### src/design/cdconv_pkg.sv
// shared types, constants and calendar tables for the civil date converter
package cdconv_pkg;

  localparam logic CMD_ENCODE = 1'b0;
  localparam logic CMD_DECODE = 1'b1;

  localparam int SERIAL_W = 23;
  localparam int SOD_W    = 17;
  localparam int YEAR_W   = 14;
  localparam int MONTH_W  = 4;
  localparam int DAY_W    = 5;
  localparam int HOUR_W   = 5;
  localparam int MIN_W    = 6;
  localparam int SEC_W    = 6;

  localparam int DAY_OFFSET    = 693594;
  localparam int DAY_SECONDS   = 86400;
  localparam int SECS_PER_HOUR = 3600;
  localparam int SECS_PER_MIN  = 60;
  localparam int DAYS_Y1       = 365;
  localparam int DAYS_Y4       = 1461;
  localparam int DAYS_Y100     = 36524;
  localparam int DAYS_Y400     = 146097;
  localparam int YEAR_MAX      = 9999;
  localparam int MONTHS        = 12;

  localparam logic signed [SERIAL_W-1:0] SERIAL_INVALID = SERIAL_W'(-DAY_OFFSET);

  // reciprocal multipliers, quotient is product >> shift
  localparam int DIV25        = 25;
  localparam int DIV25_SHIFT  = 19;
  localparam int DIV25_MUL    = (2**DIV25_SHIFT + DIV25 - 1) / DIV25;
  localparam int SH400        = 23;
  localparam int RCP400       = 2**SH400 / DAYS_Y400;
  localparam int SH100        = 18;
  localparam int RCP100       = 2**SH100 / DAYS_Y100;
  localparam int SH4          = 16;
  localparam int RCP4         = 2**SH4 / DAYS_Y4;
  localparam int SH3600       = 17;
  localparam int RCP3600      = 2**SH3600 / SECS_PER_HOUR;
  localparam int SH60         = 12;
  localparam int RCP60        = 2**SH60 / SECS_PER_MIN;

  localparam int ENC_STAGES = 3;
  localparam int DEC_STAGES = 9;
  // stage 3 register plus the alignment delay
  localparam int ENC_PAD    = DEC_STAGES - ENC_STAGES + 1;

  typedef struct packed {
    logic signed [SERIAL_W-1:0] serial_day;
    logic [SOD_W-1:0]           second_of_day;
    logic                       ok;
  } enc_res_t;

  typedef struct packed {
    logic [YEAR_W-1:0]  year;
    logic [MONTH_W-1:0] month;
    logic [DAY_W-1:0]   day;
    logic [HOUR_W-1:0]  hour;
    logic [MIN_W-1:0]   minute;
    logic [SEC_W-1:0]   second;
    logic               ok;
  } dec_res_t;

  function automatic logic [DAY_W-1:0] month_len(input logic leap,
                                                 input logic [MONTH_W-1:0] month);
    logic [DAY_W-1:0] len;
    case (month) inside
      4'd2:                   len = leap ? 5'd29 : 5'd28;
      4'd4, 4'd6, 4'd9, 4'd11: len = 5'd30;
      [4'd1:4'd12]:           len = 5'd31;
      default:                len = 5'd0;
    endcase
    return len;
  endfunction

  // days of the year before the first of the month
  function automatic logic [8:0] cum_days(input logic leap, input logic [MONTH_W-1:0] month);
    logic [8:0] days;
    case (month)
      4'd1:    days = 9'd0;
      4'd2:    days = 9'd31;
      4'd3:    days = 9'd59;
      4'd4:    days = 9'd90;
      4'd5:    days = 9'd120;
      4'd6:    days = 9'd151;
      4'd7:    days = 9'd181;
      4'd8:    days = 9'd212;
      4'd9:    days = 9'd243;
      4'd10:   days = 9'd273;
      4'd11:   days = 9'd304;
      4'd12:   days = 9'd334;
      default: days = 9'd0;
    endcase
    if (leap && month >= 4'd3 && month <= 4'd12) days = days + 9'd1;
    return days;
  endfunction

endpackage

### src/design/cdconv_enc.sv
// calendar fields to serial day encoder, three stages plus alignment delay
module cdconv_enc
  import cdconv_pkg::*;
(
  input  logic               clk,
  input  logic               adv,
  input  logic [YEAR_W-1:0]  year_in,
  input  logic [MONTH_W-1:0] month_in,
  input  logic [DAY_W-1:0]   day_in,
  input  logic [HOUR_W-1:0]  hour_in,
  input  logic [MIN_W-1:0]   minute_in,
  input  logic [SEC_W-1:0]   second_in,
  output enc_res_t           res
);

  // stage 1
  logic [SOD_W-1:0]   total_s1;
  logic [YEAR_W-1:0]  p_s1;
  logic [SOD_W-1:0]   e1_total;
  logic [YEAR_W-1:0]  e1_year;
  logic [MONTH_W-1:0] e1_month;
  logic [DAY_W-1:0]   e1_day;
  logic [21:0]        e1_p365;
  logic [11:0]        e1_p4;
  logic [28:0]        e1_my;
  logic [28:0]        e1_mp4;
  logic [28:0]        e1_mp16;

  assign total_s1 = SOD_W'(hour_in) * SOD_W'(SECS_PER_HOUR)
                  + SOD_W'(minute_in) * SOD_W'(SECS_PER_MIN) + SOD_W'(second_in);
  assign p_s1 = year_in - 14'd1;

  always_ff @(posedge clk) begin
    if (adv) begin
      e1_total <= total_s1;
      e1_year  <= year_in;
      e1_month <= month_in;
      e1_day   <= day_in;
      e1_p365  <= 22'(p_s1) * 22'(DAYS_Y1);
      e1_p4    <= p_s1[13:2];
      e1_my    <= 29'(year_in) * 29'(DIV25_MUL);
      e1_mp4   <= 29'(p_s1[13:2]) * 29'(DIV25_MUL);
      e1_mp16  <= 29'(p_s1[13:4]) * 29'(DIV25_MUL);
    end
  end

  // stage 2
  logic [9:0]         qy;
  logic               y25;
  logic               leap_s2;
  logic [21:0]        base_s2;
  logic               carry_s2;
  logic               range_s2;
  logic [21:0]        e2_base;
  logic               e2_leap;
  logic [MONTH_W-1:0] e2_month;
  logic [DAY_W-1:0]   e2_day;
  logic               e2_range;
  logic               e2_carry;
  logic [SOD_W-1:0]   e2_total;

  assign qy       = e1_my[DIV25_SHIFT +: 10];
  assign y25      = (e1_year == YEAR_W'(qy) * YEAR_W'(DIV25));
  assign leap_s2  = (e1_year[1:0] == 2'b00) && (!y25 || e1_year[3:0] == 4'b0000);
  assign base_s2  = e1_p365 + 22'(e1_p4) - 22'(e1_mp4[DIV25_SHIFT +: 10])
                  + 22'(e1_mp16[DIV25_SHIFT +: 10]);
  assign carry_s2 = e1_total >= SOD_W'(DAY_SECONDS);
  assign range_s2 = (e1_year != '0) && (e1_year <= YEAR_W'(YEAR_MAX)) && (e1_month != '0)
                 && (e1_month <= MONTH_W'(MONTHS)) && (e1_day != '0);

  always_ff @(posedge clk) begin
    if (adv) begin
      e2_base  <= base_s2;
      e2_leap  <= leap_s2;
      e2_month <= e1_month;
      e2_day   <= e1_day;
      e2_range <= range_s2;
      e2_carry <= carry_s2;
      e2_total <= carry_s2 ? e1_total - SOD_W'(DAY_SECONDS) : e1_total;
    end
  end

  // stage 3
  logic       ok_s3;
  logic [8:0] doy_s3;
  logic [23:0] calc_s3;
  enc_res_t   res_s3;
  enc_res_t   dly [ENC_PAD];

  assign ok_s3   = e2_range && (e2_day <= month_len(e2_leap, e2_month));
  assign doy_s3  = cum_days(e2_leap, e2_month) + 9'(e2_day);
  assign calc_s3 = 24'(e2_base) + 24'(doy_s3) + 24'(e2_carry) - 24'(DAY_OFFSET);

  always_comb begin
    res_s3.serial_day    = ok_s3 ? SERIAL_W'(calc_s3) : SERIAL_INVALID;
    res_s3.second_of_day = e2_total;
    res_s3.ok            = ok_s3;
  end

  // delay to line up with the decoder
  always_ff @(posedge clk) begin
    if (adv) begin
      dly[0] <= res_s3;
      for (int i = 1; i < ENC_PAD; i++) dly[i] <= dly[i-1];
    end
  end

  assign res = dly[ENC_PAD-1];

endmodule

### src/design/cdconv_dec.sv
// serial day and second of day decoder, nine register stages
module cdconv_dec
  import cdconv_pkg::*;
(
  input  logic                       clk,
  input  logic                       adv,
  input  logic signed [SERIAL_W-1:0] serial_day_in,
  input  logic [SOD_W-1:0]           second_of_day_in,
  output dec_res_t                   res
);

  // stage 1: day carry and absolute day
  logic               c_s1;
  logic [23:0]        t_s1;
  logic [22:0]        r1_d;
  logic               r1_neg;
  logic [SOD_W-1:0]   r1_secs;

  assign c_s1 = second_of_day_in >= SOD_W'(DAY_SECONDS);
  assign t_s1 = {serial_day_in[SERIAL_W-1], serial_day_in} + 24'(c_s1) + 24'(DAY_OFFSET);

  always_ff @(posedge clk) begin
    if (adv) begin
      r1_d    <= 23'(t_s1 - 24'd1);
      r1_neg  <= t_s1[23] || (t_s1 == '0);
      r1_secs <= c_s1 ? second_of_day_in - SOD_W'(DAY_SECONDS) : second_of_day_in;
    end
  end

  // stage 2: reciprocal products for 400 years and hours
  logic [22:0]        r2_d;
  logic [28:0]        r2_p400;
  logic               r2_neg;
  logic [SOD_W-1:0]   r2_secs;
  logic [22:0]        r2_ph;

  always_ff @(posedge clk) begin
    if (adv) begin
      r2_d    <= r1_d;
      r2_p400 <= 29'(r1_d) * 29'(RCP400);
      r2_neg  <= r1_neg;
      r2_secs <= r1_secs;
      r2_ph   <= 23'(r1_secs) * 23'(RCP3600);
    end
  end

  // stage 3: 400 year quotient and hour
  logic [5:0]         q400e;
  logic [22:0]        rem400;
  logic               fix400;
  logic [5:0]         qhe;
  logic [SOD_W-1:0]   remh;
  logic               fixh;
  logic [17:0]        r3_d;
  logic [5:0]         r3_q400;
  logic               r3_neg;
  logic [HOUR_W-1:0]  r3_hour;
  logic [11:0]        r3_rem;

  assign q400e  = r2_p400[SH400 +: 6];
  assign rem400 = r2_d - 23'(q400e) * 23'(DAYS_Y400);
  assign fix400 = rem400 >= 23'(DAYS_Y400);
  assign qhe    = r2_ph[SH3600 +: 6];
  assign remh   = r2_secs - SOD_W'(qhe) * SOD_W'(SECS_PER_HOUR);
  assign fixh   = remh >= SOD_W'(SECS_PER_HOUR);

  always_ff @(posedge clk) begin
    if (adv) begin
      r3_d    <= 18'(fix400 ? rem400 - 23'(DAYS_Y400) : rem400);
      r3_q400 <= q400e + 6'(fix400);
      r3_neg  <= r2_neg;
      r3_hour <= HOUR_W'(qhe + 6'(fixh));
      r3_rem  <= 12'(fixh ? remh - SOD_W'(SECS_PER_HOUR) : remh);
    end
  end

  // stage 4: reciprocal products for centuries and minutes
  logic [17:0]        r4_d;
  logic [20:0]        r4_p100;
  logic [5:0]         r4_q400;
  logic               r4_neg;
  logic [HOUR_W-1:0]  r4_hour;
  logic [11:0]        r4_rem;
  logic [18:0]        r4_p60;

  always_ff @(posedge clk) begin
    if (adv) begin
      r4_d    <= r3_d;
      r4_p100 <= 21'(r3_d) * 21'(RCP100);
      r4_q400 <= r3_q400;
      r4_neg  <= r3_neg;
      r4_hour <= r3_hour;
      r4_rem  <= r3_rem;
      r4_p60  <= 19'(r3_rem) * 19'(RCP60);
    end
  end

  // stage 5: century quotient with the fourth century clamp, minute and second
  logic [2:0]         q100e;
  logic [17:0]        rem100;
  logic               fix100;
  logic [2:0]         q100c;
  logic [17:0]        rem100c;
  logic               clamp100;
  logic [6:0]         q60e;
  logic [11:0]        remm;
  logic               fixm;
  logic [15:0]        r5_d;
  logic [5:0]         r5_q400;
  logic [1:0]         r5_q100;
  logic               r5_neg;
  logic [HOUR_W-1:0]  r5_hour;
  logic [MIN_W-1:0]   r5_minute;
  logic [SEC_W-1:0]   r5_second;

  assign q100e    = r4_p100[SH100 +: 3];
  assign rem100   = r4_d - 18'(q100e) * 18'(DAYS_Y100);
  assign fix100   = rem100 >= 18'(DAYS_Y100);
  assign q100c    = q100e + 3'(fix100);
  assign rem100c  = fix100 ? rem100 - 18'(DAYS_Y100) : rem100;
  assign clamp100 = (q100c == 3'd4);
  assign q60e     = r4_p60[SH60 +: 7];
  assign remm     = r4_rem - 12'(q60e) * 12'(SECS_PER_MIN);
  assign fixm     = remm >= 12'(SECS_PER_MIN);

  always_ff @(posedge clk) begin
    if (adv) begin
      r5_d      <= 16'(clamp100 ? rem100c + 18'(DAYS_Y100) : rem100c);
      r5_q400   <= r4_q400;
      r5_q100   <= clamp100 ? 2'd3 : q100c[1:0];
      r5_neg    <= r4_neg;
      r5_hour   <= r4_hour;
      r5_minute <= MIN_W'(q60e + 7'(fixm));
      r5_second <= SEC_W'(fixm ? remm - 12'(SECS_PER_MIN) : remm);
    end
  end

  // stage 6: reciprocal product for four year cycles
  logic [15:0]        r6_d;
  logic [21:0]        r6_p4;
  logic [5:0]         r6_q400;
  logic [1:0]         r6_q100;
  logic               r6_neg;
  logic [HOUR_W-1:0]  r6_hour;
  logic [MIN_W-1:0]   r6_minute;
  logic [SEC_W-1:0]   r6_second;

  always_ff @(posedge clk) begin
    if (adv) begin
      r6_d      <= r5_d;
      r6_p4     <= 22'(r5_d) * 22'(RCP4);
      r6_q400   <= r5_q400;
      r6_q100   <= r5_q100;
      r6_neg    <= r5_neg;
      r6_hour   <= r5_hour;
      r6_minute <= r5_minute;
      r6_second <= r5_second;
    end
  end

  // stage 7: four year quotient
  logic [5:0]         q4e;
  logic [15:0]        rem4;
  logic               fix4;
  logic [10:0]        r7_r;
  logic [4:0]         r7_q4;
  logic [5:0]         r7_q400;
  logic [1:0]         r7_q100;
  logic               r7_neg;
  logic [HOUR_W-1:0]  r7_hour;
  logic [MIN_W-1:0]   r7_minute;
  logic [SEC_W-1:0]   r7_second;

  assign q4e  = r6_p4[SH4 +: 6];
  assign rem4 = r6_d - 16'(q4e) * 16'(DAYS_Y4);
  assign fix4 = rem4 >= 16'(DAYS_Y4);

  always_ff @(posedge clk) begin
    if (adv) begin
      r7_r      <= 11'(fix4 ? rem4 - 16'(DAYS_Y4) : rem4);
      r7_q4     <= 5'(q4e + 6'(fix4));
      r7_q400   <= r6_q400;
      r7_q100   <= r6_q100;
      r7_neg    <= r6_neg;
      r7_hour   <= r6_hour;
      r7_minute <= r6_minute;
      r7_second <= r6_second;
    end
  end

  // stage 8: single years, year number and leap flag
  logic [1:0]         q1;
  logic [8:0]         r8_doy;
  logic [YEAR_W-1:0]  r8_year;
  logic               r8_leap;
  logic               r8_neg;
  logic [HOUR_W-1:0]  r8_hour;
  logic [MIN_W-1:0]   r8_minute;
  logic [SEC_W-1:0]   r8_second;

  always_comb begin
    if (r7_r >= 11'(3 * DAYS_Y1))      q1 = 2'd3;
    else if (r7_r >= 11'(2 * DAYS_Y1)) q1 = 2'd2;
    else if (r7_r >= 11'(DAYS_Y1))     q1 = 2'd1;
    else                               q1 = 2'd0;
  end

  always_ff @(posedge clk) begin
    if (adv) begin
      r8_doy    <= 9'(r7_r - 11'(q1) * 11'(DAYS_Y1));
      r8_year   <= YEAR_W'(1) + YEAR_W'(r7_q400) * YEAR_W'(400)
                 + YEAR_W'(r7_q100) * YEAR_W'(100) + YEAR_W'({r7_q4, 2'b00}) + YEAR_W'(q1);
      r8_leap   <= (q1 == 2'd3) && (r7_q4 != 5'd24 || r7_q100 == 2'd3);
      r8_neg    <= r7_neg;
      r8_hour   <= r7_hour;
      r8_minute <= r7_minute;
      r8_second <= r7_second;
    end
  end

  // stage 9: month compare ladder
  logic [MONTH_W-1:0] month_s9;
  logic [8:0]         r9_doy;
  logic [MONTH_W-1:0] r9_month;
  logic [YEAR_W-1:0]  r9_year;
  logic               r9_leap;
  logic               r9_neg;
  logic [HOUR_W-1:0]  r9_hour;
  logic [MIN_W-1:0]   r9_minute;
  logic [SEC_W-1:0]   r9_second;

  always_comb begin
    month_s9 = MONTH_W'(1);
    for (int k = 2; k <= MONTHS; k++) begin
      if (r8_doy >= cum_days(r8_leap, MONTH_W'(k))) month_s9 = month_s9 + MONTH_W'(1);
    end
  end

  always_ff @(posedge clk) begin
    if (adv) begin
      r9_doy    <= r8_doy;
      r9_month  <= month_s9;
      r9_year   <= r8_year;
      r9_leap   <= r8_leap;
      r9_neg    <= r8_neg;
      r9_hour   <= r8_hour;
      r9_minute <= r8_minute;
      r9_second <= r8_second;
    end
  end

  // day of month and the non-positive day case
  always_comb begin
    res.hour   = r9_hour;
    res.minute = r9_minute;
    res.second = r9_second;
    if (r9_neg) begin
      res.year  = '0;
      res.month = MONTH_W'(1);
      res.day   = DAY_W'(1);
      res.ok    = 1'b0;
    end else begin
      res.year  = r9_year;
      res.month = r9_month;
      res.day   = DAY_W'(r9_doy - cum_days(r9_leap, r9_month) + 9'd1);
      res.ok    = 1'b1;
    end
  end

endmodule

### src/design/civil_date_serial_day_converter_core.sv
// top level of the civil date and serial day converter
// Takes one item per clock unless stalled and returns its result through nine pipeline
// stages and the output register. The depth is set by the decode path, which divides
// the day count by the 400, 100 and 4 year cycle lengths with a reciprocal multiply
// stage followed by a remainder and correction stage each, then walks the months in a
// compare ladder. The encode path is shorter and is delayed to match. The pipeline moves
// as a whole: in_ready is high whenever the output register is empty or being taken.
module civil_date_serial_day_converter_core
  import cdconv_pkg::*;
(
  input  logic                       clk,
  input  logic                       rst,
  input  logic                       in_valid,
  output logic                       in_ready,
  input  logic                       cmd,
  input  logic [YEAR_W-1:0]          year_in,
  input  logic [MONTH_W-1:0]         month_in,
  input  logic [DAY_W-1:0]           day_in,
  input  logic [HOUR_W-1:0]          hour_in,
  input  logic [MIN_W-1:0]           minute_in,
  input  logic [SEC_W-1:0]           second_in,
  input  logic signed [SERIAL_W-1:0] serial_day_in,
  input  logic [SOD_W-1:0]           second_of_day_in,
  output logic                       out_valid,
  input  logic                       out_ready,
  output logic signed [SERIAL_W-1:0] serial_day_out,
  output logic [SOD_W-1:0]           second_of_day_out,
  output logic [YEAR_W-1:0]          year_out,
  output logic [MONTH_W-1:0]         month_out,
  output logic [DAY_W-1:0]           day_out,
  output logic [HOUR_W-1:0]          hour_out,
  output logic [MIN_W-1:0]           minute_out,
  output logic [SEC_W-1:0]           second_out,
  output logic                       valid_res
);

  logic                  adv;
  logic [DEC_STAGES-1:0] vld;
  logic [DEC_STAGES-1:0] cmd_p;
  enc_res_t              enc_res;
  dec_res_t              dec_res;

  assign adv      = !out_valid || out_ready;
  assign in_ready = adv;

  cdconv_enc u_enc (
    .clk       (clk),
    .adv       (adv),
    .year_in   (year_in),
    .month_in  (month_in),
    .day_in    (day_in),
    .hour_in   (hour_in),
    .minute_in (minute_in),
    .second_in (second_in),
    .res       (enc_res)
  );

  cdconv_dec u_dec (
    .clk              (clk),
    .adv              (adv),
    .serial_day_in    (serial_day_in),
    .second_of_day_in (second_of_day_in),
    .res              (dec_res)
  );

  always_ff @(posedge clk) begin
    if (rst) begin
      vld       <= '0;
      out_valid <= 1'b0;
    end else if (adv) begin
      vld       <= {vld[DEC_STAGES-2:0], in_valid};
      out_valid <= vld[DEC_STAGES-1];
    end
  end

  always_ff @(posedge clk) begin
    if (adv) cmd_p <= {cmd_p[DEC_STAGES-2:0], cmd};
  end

  // output register, fields of the other mode read zero
  always_ff @(posedge clk) begin
    if (adv && vld[DEC_STAGES-1]) begin
      if (cmd_p[DEC_STAGES-1] == CMD_DECODE) begin
        serial_day_out    <= '0;
        second_of_day_out <= '0;
        year_out          <= dec_res.year;
        month_out         <= dec_res.month;
        day_out           <= dec_res.day;
        hour_out          <= dec_res.hour;
        minute_out        <= dec_res.minute;
        second_out        <= dec_res.second;
        valid_res         <= dec_res.ok;
      end else begin
        serial_day_out    <= enc_res.serial_day;
        second_of_day_out <= enc_res.second_of_day;
        year_out          <= '0;
        month_out         <= '0;
        day_out           <= '0;
        hour_out          <= '0;
        minute_out        <= '0;
        second_out        <= '0;
        valid_res         <= enc_res.ok;
      end
    end
  end

  a_item_enters: assert property (@(posedge clk) disable iff (rst)
    in_valid && in_ready |=> vld[0])
    else $error("accepted item not marked in first stage");

  a_stall_holds: assert property (@(posedge clk) disable iff (rst)
    !adv |=> $stable(vld) && $stable(cmd_p))
    else $error("pipeline moved during a stall");

  a_decode_clean: assert property (@(posedge clk) disable iff (rst)
    out_valid && month_out != '0 |-> serial_day_out == '0 && second_of_day_out == '0
      && hour_out <= HOUR_W'(23))
    else $error("decode result carries encode fields");

  a_encode_clean: assert property (@(posedge clk) disable iff (rst)
    out_valid && month_out == '0 |-> year_out == '0 && day_out == '0 && hour_out == '0
      && minute_out == '0 && second_out == '0)
    else $error("encode result carries decode fields");

  a_encode_sentinel: assert property (@(posedge clk) disable iff (rst)
    out_valid && month_out == '0 && !valid_res |-> serial_day_out == SERIAL_INVALID)
    else $error("invalid date without sentinel serial");

endmodule
### config.mk
export PLATFORM = sky130hd
export DESIGN_NAME = civil_date_serial_day_converter_core
export DESIGN_NICKNAME = d
export VERILOG_FILES = /design/src/design/cdconv_pkg.sv /design/src/design/cdconv_enc.sv /design/src/design/cdconv_dec.sv /design/src/design/civil_date_serial_day_converter_core.sv
export SDC_FILE = /design/constraint.sdc
export NUM_CORES = 2
export LEC_CHECK = 0
export BUFFER_PORTS_ARGS = -buffer_cell sky130_fd_sc_hd__buf_2
export CAP_MARGIN = 25
export CORE_AREA = 2 2 426 301
export DETAILED_ROUTE_END_ITERATION = 8
export DIE_AREA = 0 0 428 303
export GPL_TIMING_DRIVEN = 0
export PLACE_DENSITY = 0.77
export SKIP_LAST_GASP = 1
export SLEW_MARGIN = 15
export SYNTH_ARGS = -nofsm -noshare
export SYNTH_HDL_FRONTEND = slang
export SYNTH_SLANG_ARGS = --single-unit
### constraint.sdc
create_clock -name clk -period 71.1 [get_ports clk]
set_input_delay 14.22 -clock clk [delete_from_list [all_inputs] [get_ports clk]]
set_output_delay 14.22 -clock clk [all_outputs]
set_load 0.005 [all_outputs]
==> flow_summary.json <==
{
  "numPortBuffers": 163,
  "yosys_warnings": 0,
  "netlist_instances": 5032,
  "row_count": 109,
  "r2r_slack_ns": 62.78,
  "tns_ns": 0,
  "cts.path.max_buffers": 3,
  "min_path_cells": 0,
  "cts_tree": "yes",
  "fin_crit_ns": 30.74,
  "ant_nets": 0,
  "slew_viol_final": 0,
  "yosys-top-cells-area": "edfxtp_1 (45%), ha_1 (17%), fa_1 (11%), inv_1 (4.8%), xnor2_1 (3.8%)",
  "cp_num_buf_inv": 6,
  "postCtsHoldBufs": 0,
  "cts_setup_buffers": 0,
  "die_x_um": 428,
  "pin_count": 168,
  "routed_wl_um": 112000,
  "clock_latency_ns": 0.70,
  "relSlewSlack_pct": 26.9,
  "grt_usage_pct": 17.6,
  "dpl.hpwl_um": 87100,
  "reg2regPathDepth": 34,
  "synth_common_cells": "edfxtp_1 (930), ha_1 (845), inv_1 (799)",
  "cp.arrival_ns": 16.52,
  "wl_per_cell_um": 15.9,
  "yosysSeqAreaShare_pct": 45.5,
  "async_flop_share_pct": 0,
  "hold_path_class": "reg -> reg",
  "synth_area_um2": 62400,
  "h-tree-depth": 3,
  "status": "finished, final reports clean",
  "crit_start": "out_ready",
  "grt_pass1_wl_um": 185000,
  "slowest_stage": "nor2b_2",
  "drtPass1Iterations": 6,
  "r2r_start": "u_dec.r8_leap$_DFFE_PN_",
  "grt_max_degree": 65,
  "required_ns": 56.88,
  "rsz0062_at_grt": "no",
  "crit_family": "buffers and inverters",
  "initial_core_util_pct": 49.7,
  "dieHeight_um": 303,
  "drt_iter0_markers": 2167,
  "final_nets": 6598,
  "synth.distinct_cells": 103,
  "min_delay_worst_endpoint": "u_dec.r7_q400[4]$_DFFE_PN_",
  "fin_skew_ns": 0.0297,
  "worstSetupPathType": "in -> out",
  "vias": 36316,
  "fin_crit_sh_pct": 43.2,
  "setup_violations": 0,
  "hold_viol": 0,
  "cts_resized": 0,
  "max_freq_ghz": 0.0325,
  "coreArea_um2": 126000,
  "antenna_found_initial": 7,
  "synth_top_area_share_pct": 44.8,
  "cts_made_buffers": 94,
  "grt_pass1_vias": 36829,
  "crit_path_start_kind": "input pin",
  "cpPeakStageDelay_ns": 0.51,
  "synthFlopType": "edfxtp_1",
  "clk_pin_slew_ns": 0.06,
  "cp_max_fo": 59,
  "critPathCaptureType": "output port",
  "syn_avg_cell_area_um2": 12.4,
  "yosysTopAreaCell": "edfxtp_1",
  "layout-drive-gt1-share_pct": 7.86,
  "overflow": 0,
  "min_from": "u_dec.r6_q400[4]$_DFFE_PN_",
  "drc_errors": 0,
  "gp_congestion": 0.879,
  "clock-sinks": 954,
  "cts_root_buf": "clkbuf_16",
  "drv_cap": 0,
  "ys_ff_latch": 954,
  "via_per_inst": 5.14,
  "crit_chain": "buf_2, nor2b_2, inv_2, clkbuf_4, buf_16, buf_16, buf_2",
  "syn_nets": 6317,
  "synth-edff-count": 930,
  "fp.dieArea_um2": 130000,
  "yosysMostFrequentCell": "edfxtp_1",
  "worst_pin_slew_ns": 1.09,
  "area_growth_pct": 10.6
}
cell families (layout without fill, tap and decap cells):
family          Yosys count  after routing  synth area share, %
xor+xnor                412            412                 5.91
fa+ha+maj              1201           1201                 28.3
simple gates            871            871                 7.06
compound gates          725            725                 7.56
mux                      28             28                0.505
other cells               0              1                    0
buf+inv                 841           1203                 5.10
flops                   954            954                 45.5
worst register-to-register path, delay by kind of cell, from the launching register on:
family                     cells  cell delay (ns)
muxes                          4             0.87
and+or+nand+nor                6             0.99
buffers and inverters          4             0.54
AOI/OAI and AO/OA             10             2.37
adders and majority gates     10             2.98
DFF                            1             0.46
registers in the layout, summed over array words and instances, names as in the netlist, 17 cells and up, named ones only:
register           count
u_enc.e1_p365         22
u_dec.r2_secs         17
u_dec.r3_d            18
u_dec.r2_d            20
second_of_day_out     17
u_dec.r1_secs         17
u_dec.r1_d            23
u_enc.e2_total        17
u_enc.e1_total        17
u_dec.r4_d            17
u_enc.e2_base         22
serial_day_out        23
u_enc.dly            287
stage by stage:
step / utilization [%] / std cells / setup slack (ns) / cell area, µm² / hold slack (ns)
after floorplan: - / 5032 / 19.36 / 62400 / 0.400
after global placement: 52.0 / 6860 / 7.84 / 65300 / 0.400
after CTS: 54.9 / 7059 / 40.20 / 69000 / 0.387
final: 54.9 / 7060 / 40.36 / 69000 / 0.401
after global routing: 54.9 / 7059 / 40.19 / 69000 / 0.404
after detailed placement: 52.4 / 6882 / 40.27 / 65800 / 0.405
per-layer routing:
layer  part of all wire, %  GRT usage (%)
met1                    48           24.8
met2                    45           27.9
met3                   4.5           3.33
met4                   2.5           5.02
met5                 0.054              0
cells in the final DEF, fill, tap and decap left out, types with 61 or more instances in the layout:
| master | count |
|---|---|
| nor2b_1 | 93 |
| nand3_1 | 66 |
| xor2_1 | 138 |
| nor3_1 | 61 |
| edfxtp_1 | 930 |
| buf_2 | 172 |
| ha_1 | 845 |
| a21o_1 | 87 |
| a21oi_1 | 210 |
| clkbuf_16 | 95 |
| xnor2_1 | 266 |
| o21ai_0 | 151 |
| nand2_1 | 207 |
| nor2_1 | 208 |
| inv_1 | 799 |
| fa_1 | 355 |
how the worst max path moves through the flow:
| stage | endpoint | cells after the start |
|---|---|---|
| 2_1_floorplan | in_ready | 3 |
| 3_3_place_gp | in_ready | 5 |
| 3_5_place_dp | in_ready | 7 |
| 4_1_cts | in_ready | 7 |
| 5_1_grt | in_ready | 7 |
| 6_report | in_ready | 7 |
area by class of cell:
class / count / area (µm²)
fillers: 10111 / 56600
multi-input cells: 3237 / 30800
flip-flops and latches: 954 / 28400
inverters: 801 / 3010
clock buffers: 105 / 2410
well taps: 1665 / 2080
repair buffers: 185 / 1290
clock inverters: 72 / 782
plain buffers: 40 / 180
diodes: 1 / 2.50
Power is left out: the tool's default activity adds up to more than one toggle a clock period on the data nets, which glitch-free logic cannot reach.
